`config.mk`:
```
export PLATFORM = sky130hd
export DESIGN_NAME = captive_dns_responder
export DESIGN_NICKNAME = d
export VERILOG_FILES = /design/src/hdl/cdr_pkg.sv /design/src/hdl/cdr_parser.sv /design/src/hdl/captive_dns_responder.sv
export SDC_FILE = /design/constraint.sdc
export NUM_CORES = 1
export LEC_CHECK = 0
export BUFFER_PORTS_ARGS = -buffer_cell sky130_fd_sc_hd__buf_4
export CORE_MARGIN = 2
export CORE_UTILIZATION = 65
export DETAILED_ROUTE_END_ITERATION = 7
export PLACE_DENSITY = 0.86
export SYNTH_ARGS = -nofsm -noshare
export SYNTH_HDL_FRONTEND = slang
export SYNTH_HIERARCHICAL = 1
export SYNTH_SLANG_ARGS = --single-unit
```
`constraint.sdc`:
```
create_clock -name clk -period 6.64 [get_ports clk]
set_input_delay 0 -clock clk [delete_from_list [all_inputs] [get_ports clk]]
set_output_delay 0 -clock clk [all_outputs]
set_load 0.02 [all_outputs]
```
`src/hdl/cdr_pkg.sv`:
```
`timescale 1ns / 1ps
// ----------------------------------------------------------------------------
// cdr_pkg - shared definitions for the captive DNS responder
// Sizes, header rewrite constants, register indexes, the record handed from
// the query parser to the reply sequencer and the answer record table.
// ----------------------------------------------------------------------------
package cdr_pkg;

    // packet limits
    localparam int MAX_QUERY_BYTES = 144;
    localparam int POS_W           = $clog2(MAX_QUERY_BYTES + 1);
    // label offsets reach position + 255 + 1
    localparam int LBL_W           = ((POS_W > 8) ? POS_W : 8) + 1;
    localparam int HDR_LEN         = 12;
    localparam int QTAIL_LEN       = 4;     // QTYPE and QCLASS bytes after the zero
    localparam int ANS_LEN         = 16;
    localparam int ANS_IDX_W       = $clog2(ANS_LEN);

    // header rewrite
    localparam logic [7:0] HDR_FLAGS_SET = 8'h84;  // QR and AA
    localparam logic [7:0] HDR_RA_BYTE   = 8'h80;
    localparam logic [7:0] ANCOUNT_LO    = 8'h01;

    // answer record
    localparam logic [7:0] NAME_PTR_HI = 8'hC0;
    localparam logic [7:0] NAME_PTR_LO = 8'h0C;   // offset of the question name
    localparam logic [7:0] RDLENGTH_LO = 8'h04;

    // configuration
    localparam int CFG_IDX_W  = 1;
    localparam int CFG_DATA_W = 32;
    localparam logic [CFG_IDX_W-1:0] REG_ANSWER_ADDRESS = 1'd0;
    localparam logic [CFG_IDX_W-1:0] REG_ANSWER_TTL     = 1'd1;
    localparam logic [CFG_DATA_W-1:0] ANSWER_ADDRESS_RST = 32'hC0A8_0401;
    localparam logic [CFG_DATA_W-1:0] ANSWER_TTL_RST     = 32'd60;

    // per byte record: optional reply byte, then the packet end work
    typedef struct packed {
        logic       valid;  // record carries at least one beat
        logic       emit;   // data is a reply byte
        logic [7:0] data;
        logic       last;   // packet ends: answer or discard follows
        logic       ok;     // query well formed
    } rec_t;

    // byte idx of the appended A record
    function automatic logic [7:0] answer_byte(
        input logic [ANS_IDX_W-1:0]  idx,
        input logic [CFG_DATA_W-1:0] ttl,
        input logic [CFG_DATA_W-1:0] addr
    );
        logic [7:0] b;
        case (idx)
            4'd0:    b = NAME_PTR_HI;
            4'd1:    b = NAME_PTR_LO;
            4'd3:    b = 8'h01;        // type A
            4'd5:    b = 8'h01;        // class IN
            4'd6:    b = ttl[31:24];
            4'd7:    b = ttl[23:16];
            4'd8:    b = ttl[15:8];
            4'd9:    b = ttl[7:0];
            4'd11:   b = RDLENGTH_LO;
            4'd12:   b = addr[31:24];
            4'd13:   b = addr[23:16];
            4'd14:   b = addr[15:8];
            4'd15:   b = addr[7:0];
            default: b = 8'h00;
        endcase
        return b;
    endfunction

endpackage

```
`src/hdl/cdr_parser.sv`:
```
`timescale 1ns / 1ps
// ----------------------------------------------------------------------------
// cdr_parser - per byte query walk
// Rewrites the header, follows the question name by its label lengths and
// decides on packet end whether the query is well formed.
// ----------------------------------------------------------------------------
module cdr_parser
(
    input  logic            clk,
    input  logic            rst_n,
    input  logic            take,        // input beat accepted
    input  logic [7:0]      query_byte,
    input  logic            end_of_packet,
    output cdr_pkg::rec_t   rec
);
    import cdr_pkg::*;

    logic [POS_W-1:0] pos_reg,   pos_next;
    logic [LBL_W-1:0] lbl_reg,   lbl_next;
    logic [POS_W-1:0] end_reg,   end_next;
    logic             found_reg, found_next;
    logic             in_range;
    logic             emit;
    logic [7:0]       obyte;
    logic             ok;

    assign in_range = pos_reg < POS_W'(MAX_QUERY_BYTES);

    // byte work and next walk state
    always_comb
    begin
        pos_next   = pos_reg;
        lbl_next   = lbl_reg;
        end_next   = end_reg;
        found_next = found_reg;
        emit       = in_range;
        obyte      = query_byte;
        if (in_range)
        begin
            if (pos_reg < POS_W'(HDR_LEN))
            begin
                // header rewrite
                if (pos_reg == POS_W'(2))
                    obyte = query_byte | HDR_FLAGS_SET;
                else if (pos_reg == POS_W'(3))
                    obyte = HDR_RA_BYTE;
                else if (pos_reg == POS_W'(6))
                    obyte = 8'h00;
                else if (pos_reg == POS_W'(7))
                    obyte = ANCOUNT_LO;
                else if (pos_reg >= POS_W'(8))
                    obyte = 8'h00;
            end
            else if (!found_reg)
            begin
                // name walk
                if (LBL_W'(pos_reg) == lbl_reg)
                begin
                    if (query_byte == 8'h00)
                    begin
                        found_next = 1'b1;
                        end_next   = pos_reg;
                    end
                    else
                    begin
                        lbl_next = LBL_W'(pos_reg) + LBL_W'(query_byte) + LBL_W'(1);
                    end
                end
            end
            else if ({1'b0, pos_reg} > ({1'b0, end_reg} + (POS_W+1)'(QTAIL_LEN)))
            begin
                emit = 1'b0;    // past QTYPE/QCLASS
            end
            pos_next = pos_reg + POS_W'(1);
        end

        ok = (pos_next >= POS_W'(HDR_LEN)) && found_next &&
             (({1'b0, end_next} + (POS_W+1)'(QTAIL_LEN + 1)) <= {1'b0, pos_next});

        // packet end returns the walk to its start
        if (end_of_packet)
        begin
            pos_next   = '0;
            lbl_next   = LBL_W'(HDR_LEN);
            end_next   = '0;
            found_next = 1'b0;
        end
    end

    assign rec.valid = emit || end_of_packet;
    assign rec.emit  = emit;
    assign rec.data  = obyte;
    assign rec.last  = end_of_packet;
    assign rec.ok    = ok;

    // walk state
    always_ff @(posedge clk or negedge rst_n)
    begin
        if (!rst_n)
        begin
            pos_reg   <= '0;
            lbl_reg   <= LBL_W'(HDR_LEN);
            end_reg   <= '0;
            found_reg <= 1'b0;
        end
        else if (take)
        begin
            pos_reg   <= pos_next;
            lbl_reg   <= lbl_next;
            end_reg   <= end_next;
            found_reg <= found_next;
        end
    end

endmodule

```
`src/hdl/captive_dns_responder.sv`:
```
`timescale 1ns / 1ps
// ----------------------------------------------------------------------------
// captive_dns_responder - answers well-formed DNS queries with one A record
// Streams the query back with its header rewritten and the question kept,
// then appends a 16-byte A record or, for a malformed query, a discard beat.
// ----------------------------------------------------------------------------
//  channel  | dir | handshake            | content
//  ---------+-----+----------------------+-----------------------------------
//  s_axis   | in  | s_tvalid / s_tready  | query_byte, end_of_packet (tlast)
//  m_axis   | out | m_tvalid / m_tready  | reply_byte, end_of_reply (tlast),
//           |     |                      | discard (tuser)
//  cfg      | in  | cfg_valid / cfg_ready| register index, 32-bit data
//
// One query byte a cycle while s_tready is high; each echoed byte leaves as a
// reply beat from the record register. The record of the last byte of a packet
// spans up to 17 beats (its reply byte and the 16 answer beats) or up to 2
// (discard), so the input waits while the answer sequencer sends them.
// Reset clears the name walk and loads the default address and TTL.
// A stalled output holds the record; the input takes a new beat in the same
// cycle the last beat of the held record leaves.
// ----------------------------------------------------------------------------
module captive_dns_responder
(
    input  logic                           clk,
    input  logic                           rst_n,
    // query stream
    input  logic                           s_tvalid,
    output logic                           s_tready,
    input  logic [7:0]                     s_tdata,   // [7:0] query_byte
    input  logic                           s_tlast,   // end_of_packet
    // reply stream
    output logic                           m_tvalid,
    input  logic                           m_tready,
    output logic [7:0]                     m_tdata,   // [7:0] reply_byte
    output logic                           m_tlast,   // end_of_reply
    output logic                           m_tuser,   // [0] discard
    // configuration writes
    input  logic                           cfg_valid,
    output logic                           cfg_ready,
    input  logic [cdr_pkg::CFG_IDX_W-1:0]  cfg_index,
    input  logic [cdr_pkg::CFG_DATA_W-1:0] cfg_data
);
    import cdr_pkg::*;

    logic [CFG_DATA_W-1:0] addr_reg;
    logic [CFG_DATA_W-1:0] ttl_reg;

    rec_t                  rec;
    logic                  take;
    logic                  load;
    logic                  beat;
    logic                  final_beat;

    logic                  rec_valid_reg;
    logic                  rec_emit_reg;
    logic [7:0]            rec_data_reg;
    logic                  rec_last_reg;
    logic                  rec_ok_reg;
    logic [ANS_IDX_W-1:0]  ans_idx_reg;

    // configuration registers
    assign cfg_ready = 1'b1;

    always_ff @(posedge clk or negedge rst_n)
    begin
        if (!rst_n)
        begin
            addr_reg <= ANSWER_ADDRESS_RST;
            ttl_reg  <= ANSWER_TTL_RST;
        end
        else if (cfg_valid)
        begin
            unique case (cfg_index)
                REG_ANSWER_ADDRESS: addr_reg <= cfg_data;
                REG_ANSWER_TTL:     ttl_reg  <= cfg_data;
                default:            ;
            endcase
        end
    end

    // query walk
    assign take = s_tvalid && s_tready;

    cdr_parser u_parser
    (
        .clk           (clk),
        .rst_n         (rst_n),
        .take          (take),
        .query_byte    (s_tdata),
        .end_of_packet (s_tlast),
        .rec           (rec)
    );

    // record register and answer sequencer
    assign beat       = m_tvalid && m_tready;
    assign final_beat = rec_emit_reg ? !rec_last_reg
                                     : (!rec_ok_reg || (ans_idx_reg == ANS_IDX_W'(ANS_LEN - 1)));
    assign s_tready   = !rec_valid_reg || (beat && final_beat);
    assign load       = take && rec.valid;

    always_ff @(posedge clk or negedge rst_n)
    begin
        if (!rst_n)
        begin
            rec_valid_reg <= 1'b0;
            rec_emit_reg  <= 1'b0;
            ans_idx_reg   <= '0;
        end
        else if (load)
        begin
            rec_valid_reg <= 1'b1;
            rec_emit_reg  <= rec.emit;
            ans_idx_reg   <= '0;
        end
        else if (beat && final_beat)
        begin
            rec_valid_reg <= 1'b0;
            ans_idx_reg   <= '0;
        end
        else if (beat)
        begin
            if (rec_emit_reg)
                rec_emit_reg <= 1'b0;       // reply byte out, answer or discard next
            else
                ans_idx_reg <= ans_idx_reg + ANS_IDX_W'(1);
        end
    end

    // record payload
    always_ff @(posedge clk)
    begin
        if (load)
        begin
            rec_data_reg <= rec.data;
            rec_last_reg <= rec.last;
            rec_ok_reg   <= rec.ok;
        end
    end

    // reply beat
    assign m_tvalid = rec_valid_reg;
    assign m_tdata  = rec_emit_reg ? rec_data_reg
                    : (rec_ok_reg ? answer_byte(ans_idx_reg, ttl_reg, addr_reg) : 8'h00);
    assign m_tlast  = !rec_emit_reg &&
                      (!rec_ok_reg || (ans_idx_reg == ANS_IDX_W'(ANS_LEN - 1)));
    assign m_tuser  = !rec_emit_reg && !rec_ok_reg;

    // checks
    a_discard_is_last: assert property (@(posedge clk) disable iff (!rst_n)
        (m_tvalid && m_tuser) |-> (m_tlast && (m_tdata == 8'h00)))
        else $error("discard beat not a zero final beat");

    a_answer_idx_state: assert property (@(posedge clk) disable iff (!rst_n)
        (ans_idx_reg != '0) |-> (rec_valid_reg && !rec_emit_reg && rec_ok_reg && rec_last_reg))
        else $error("answer index running outside an answer");

    a_answer_runs_on: assert property (@(posedge clk) disable iff (!rst_n)
        (beat && !rec_emit_reg && rec_ok_reg && !final_beat) |=>
        (m_tvalid && !m_tuser && (ans_idx_reg == $past(ans_idx_reg) + ANS_IDX_W'(1))))
        else $error("answer record broken off");

    a_no_take_mid_record: assert property (@(posedge clk) disable iff (!rst_n)
        (rec_valid_reg && !(beat && final_beat)) |-> !s_tready)
        else $error("input taken while a record is pending");

endmodule
```
==> flow_summary_export.csv <==
group,metric,value,unit
synth,synth_edf_count,10,
clocking,postCtsSetupRepairBufs,0,
clocking,clk_path_buf_depth,2,
power_and_ir_drop,power_density,274,mW/mm2
setup_path,crit_path_end_kind,"flip-flop",
route,met2WireLength,8320,um
synth,synth_mux_area_frac,0.126,
synth,synth_compound_area_frac,0.174,
hold_path,hold_start,"s_tdata[2]",
timing,finClkSkew,0.0139,ns
timing,setup_viol,0,
flow_run,cap_violations,0,
clocking,postCtsHoldBufs,42,
clocking,cts_resized,0,
setup_path,ff2ff_setup_slack,2.42,ns
timing,finalMaxSlewViolations,0,
global_route,grt_max_degree,61,
timing,rsz0062_at_grt,"false",
floorplanning,ios,60,
clocking,clkTransAtPathRegs,0.10,ns
global_route,grt-ovfl-total,0,
synth,synth_adder_area_share,0.0642,
run_status,status,"complete, no violations",
timing,worst_pin_slew,0.991,ns
synth,synth_top_family_by_area,"compound AO/OA/AOI/OAI gates",
synth,synth_area,0.00655,mm2
power_and_ir_drop,leakagePower,3.17,nW
global_route,grt_pass1_vias,5372,
clocking,cts_num_sinks,106,
route,avgViaCountPerCell,6.40,
hold_path,hold_class,"primary input to flip-flop",
clocking,cts_buffers,9,
route,ant_nets,0,
finish,diodes,0,
route,vias,5298,
synth,syn_inst,620,
route,drt-total-wl,16600,um
synth,synth_seq_area_share,0.415,
timing,fmax,237,MHz
power_and_ir_drop,peakVddDrop,0.220,mV
timing,finalHoldViolCount,0,
hold_path,hold_depth,3,
route,met3_length,1090,um
route,drc,0,
placed_design,dp_hpwl,11100,um
route,met1Wirelength,6720,um
synth,synth-async-reset-ratio,0.906,
floorplanning,std_cell_rows,36,
floorplanning,fp.coreArea,0.00977,mm2
clocking,cts_max_level,3,
route,first_pass_iters,5,
timing,max-slew-margin-rel,0.339,
synth,syn_area_per_cell,10.6,um2
finish,finalNetCount,770,
timing,setup_tns,0,ns
finish,area_growth,15.2,%
placed_design,port_buffers,58,
setup_path,critPathLaunchType,"flip-flop",
setup_path,worstRegToRegCells,17,
synth,synthesis.nets,700,
route,drtIter0Drc,439,
timing,post-route-period-util,0.636,
setup_path,critical_path_required,6.85,ns
synth,synth_simple_gate_area_frac,0.121,
setup_path,cp.arrival,4.44,ns
finish,fin_cells,828,
placed_design,dp_cells,770,
global_route,track_usage,0.311,
placed_design,gp_congestion,0.928,
finish,drive_gt1_frac,0.252,
setup_path,critPathMaxFanout,23,
timing,period_needed,4.22,ns
floorplanning,dieArea,0.0109,mm2
route,top_layer_used,"met4",
clocking,worstSkewPairLatency,0.39,ns
hold_path,holdPathEnd,"rec_data_reg[2]$_DFFE_PP_",
floorplanning,dieHeight,104,um
floorplanning,die_w,104,um
setup_path,r2r_start,"u_parser/pos_reg[4]$_DFFE_PN0P_",
clocking,clockRootBuffer,"clkbuf_8",
synth,synth_top_flop_cell,"dfrtp_1",
setup_path,r2r-end,"rec_ok_reg$_DFFE_PP_",
clocking,cts_tree,"yes",
global_route,grt_pass1_wl,26800,um
synth,synth_seq_cells,106,
synth,synth_cell_type_count,72,
floorplanning,start_util,0.670,
synth,synth_xor_xnor_area_share,0.0455,
synth,synth-warning-count,6,
global_route,antenna_found_initial,0,
route,wl_per_cell,20.1,um
setup_path,crit_type,"flip-flop to flip-flop",
## power by group
group	switching [mW]	internal, mW
sequential	0.116	0.765
clock	0.235	0.175
combinational	0.417	0.359
total	0.768	1.30
## layout by cell type (no fill, tap or decap), types with 3 or more instances in the layout
master / netlist / layout
dfrtp_1: 83 / 83
mux2_2: 63 / 63
buf_4: 11 / 62
nand2_1: 46 / 46
dlygate4sd3_1: 0 / 42
ha_1: 32 / 32
nor2_1: 28 / 28
o21ai_0: 27 / 27
a22oi_1: 25 / 25
a21oi_1: 23 / 23
inv_1: 22 / 22
xor2_1: 19 / 19
nand3_1: 17 / 17
xnor2_1: 15 / 15
dfstp_2: 13 / 13
o2bb2ai_1: 12 / 12
clkbuf_8: 0 / 10
edfxtp_1: 10 / 10
o21ai_1: 9 / 9
nor3_1: 9 / 9
a22o_1: 8 / 8
and2_1: 7 / 7
nor2b_1: 8 / 7
mux2i_1: 7 / 7
o22ai_1: 7 / 7
o21a_1: 7 / 7
a211oi_1: 6 / 6
nand4_1: 6 / 6
nand2b_1: 5 / 5
a31oi_1: 4 / 4
mux2_1: 4 / 4
a221oi_1: 4 / 4
nor4_1: 4 / 4
nor4_4: 3 / 3
a21o_1: 3 / 3
## Yosys cell counts, types with 12 or more instances
cell	number	share of area
nor2_1	28	0.016
clkbuf_1	15	0.0086
o21ai_0	27	0.021
o2bb2ai_1	12	0.016
inv_1	22	0.013
dfstp_2	13	0.052
buf_2	13	0.0099
nand2_1	46	0.026
ha_1	32	0.061
a22oi_1	25	0.029
xnor2_1	15	0.020
nand3_1	17	0.013
mux2_2	63	0.11
xor2_1	19	0.025
a21oi_1	23	0.018
dfrtp_1	83	0.32
## worst max-delay path: stages (launching register included)
cell      delay, ns
dfrtp_1        0.81
xor2_1         0.21
nor4_4         0.36
and4_4         0.31
nand3_4        0.22
nand2_1        0.14
o21ai_0        0.13
ha_1           0.27
o21ai_0        0.26
inv_1          0.10
nand3_1        0.10
xor2_1         0.15
a21oi_1        0.09
ha_1           0.33
nand4_1        0.12
o22ai_1        0.17
a21oi_1        0.07
a211oi_1       0.23
## worst max-delay path by stage
stage,startpoint,to,slack [ns]
6_report,u_parser/pos_reg[4]$_DFFE_PN0P_,rec_ok_reg$_DFFE_PP_,2.42
5_1_grt,u_parser/pos_reg[4]$_DFFE_PN0P_,rec_ok_reg$_DFFE_PP_,2.14
4_1_cts,u_parser/pos_reg[4]$_DFFE_PN0P_,rec_ok_reg$_DFFE_PP_,2.47
3_5_place_dp,u_parser/pos_reg[4]$_DFFE_PN0P_,rec_ok_reg$_DFFE_PP_,2.48
3_3_place_gp,u_parser/pos_reg[4]$_DFFE_PN0P_,rec_ok_reg$_DFFE_PP_,2.64
2_1_floorplan,u_parser/pos_reg[4]$_DFFE_PN0P_,rec_ok_reg$_DFFE_PP_,3.00
## final cells by class
cell class / instances / area, um2
fill: 615 / 2230
clock buffer: 11 / 163
tap: 133 / 166
clock inverter: 5 / 41.3
multi-input combinational: 446 / 3480
timing repair buffer: 104 / 886
inverter: 23 / 86.3
sequential: 106 / 2720
## per-layer routing
metal | up-vias | GRT usage
met2 | 244 | 0.515
met3 | 49 | 0.0733
li1 | 2404 | -
met4 | 0 | 0.137
met5 | - | 0
met1 | 2601 | 0.390
## through the flow
| stage | hold WS, ns | setup slack [ns] | utilization | power [mW] | instance area, um2 |
|---|---|---|---|---|---|
| finish | 0.0271 | 2.42 | 0.772 | 2.07 | 7540 |
| global route | 0.0496 | 2.14 | 0.772 | 2.18 | 7540 |
| CTS | 0.00470 | 2.47 | 0.772 | 2.05 | 7540 |
| detailed placement | -0.00652 | 2.48 | 0.708 | 1.62 | 6920 |
| global placement | -0.0205 | 2.64 | 0.708 | 1.58 | 6920 |
| floorplan | -0.296 | 3.00 | - | 1.40 | 6550 |
## cell families (layout without fill, tap and decap cells)
group | Yosys count | in the layout
AOI/OAI and AO/OA | 158 | 158
xor gates and xnor gates | 34 | 34
adders and majority gates | 33 | 33
buffers and inverters | 68 | 143
DFF | 106 | 106
muxes | 74 | 74
other | 1 | 1
and+or+nand+nor | 146 | 146
Power figures use the tool's default switching activity.
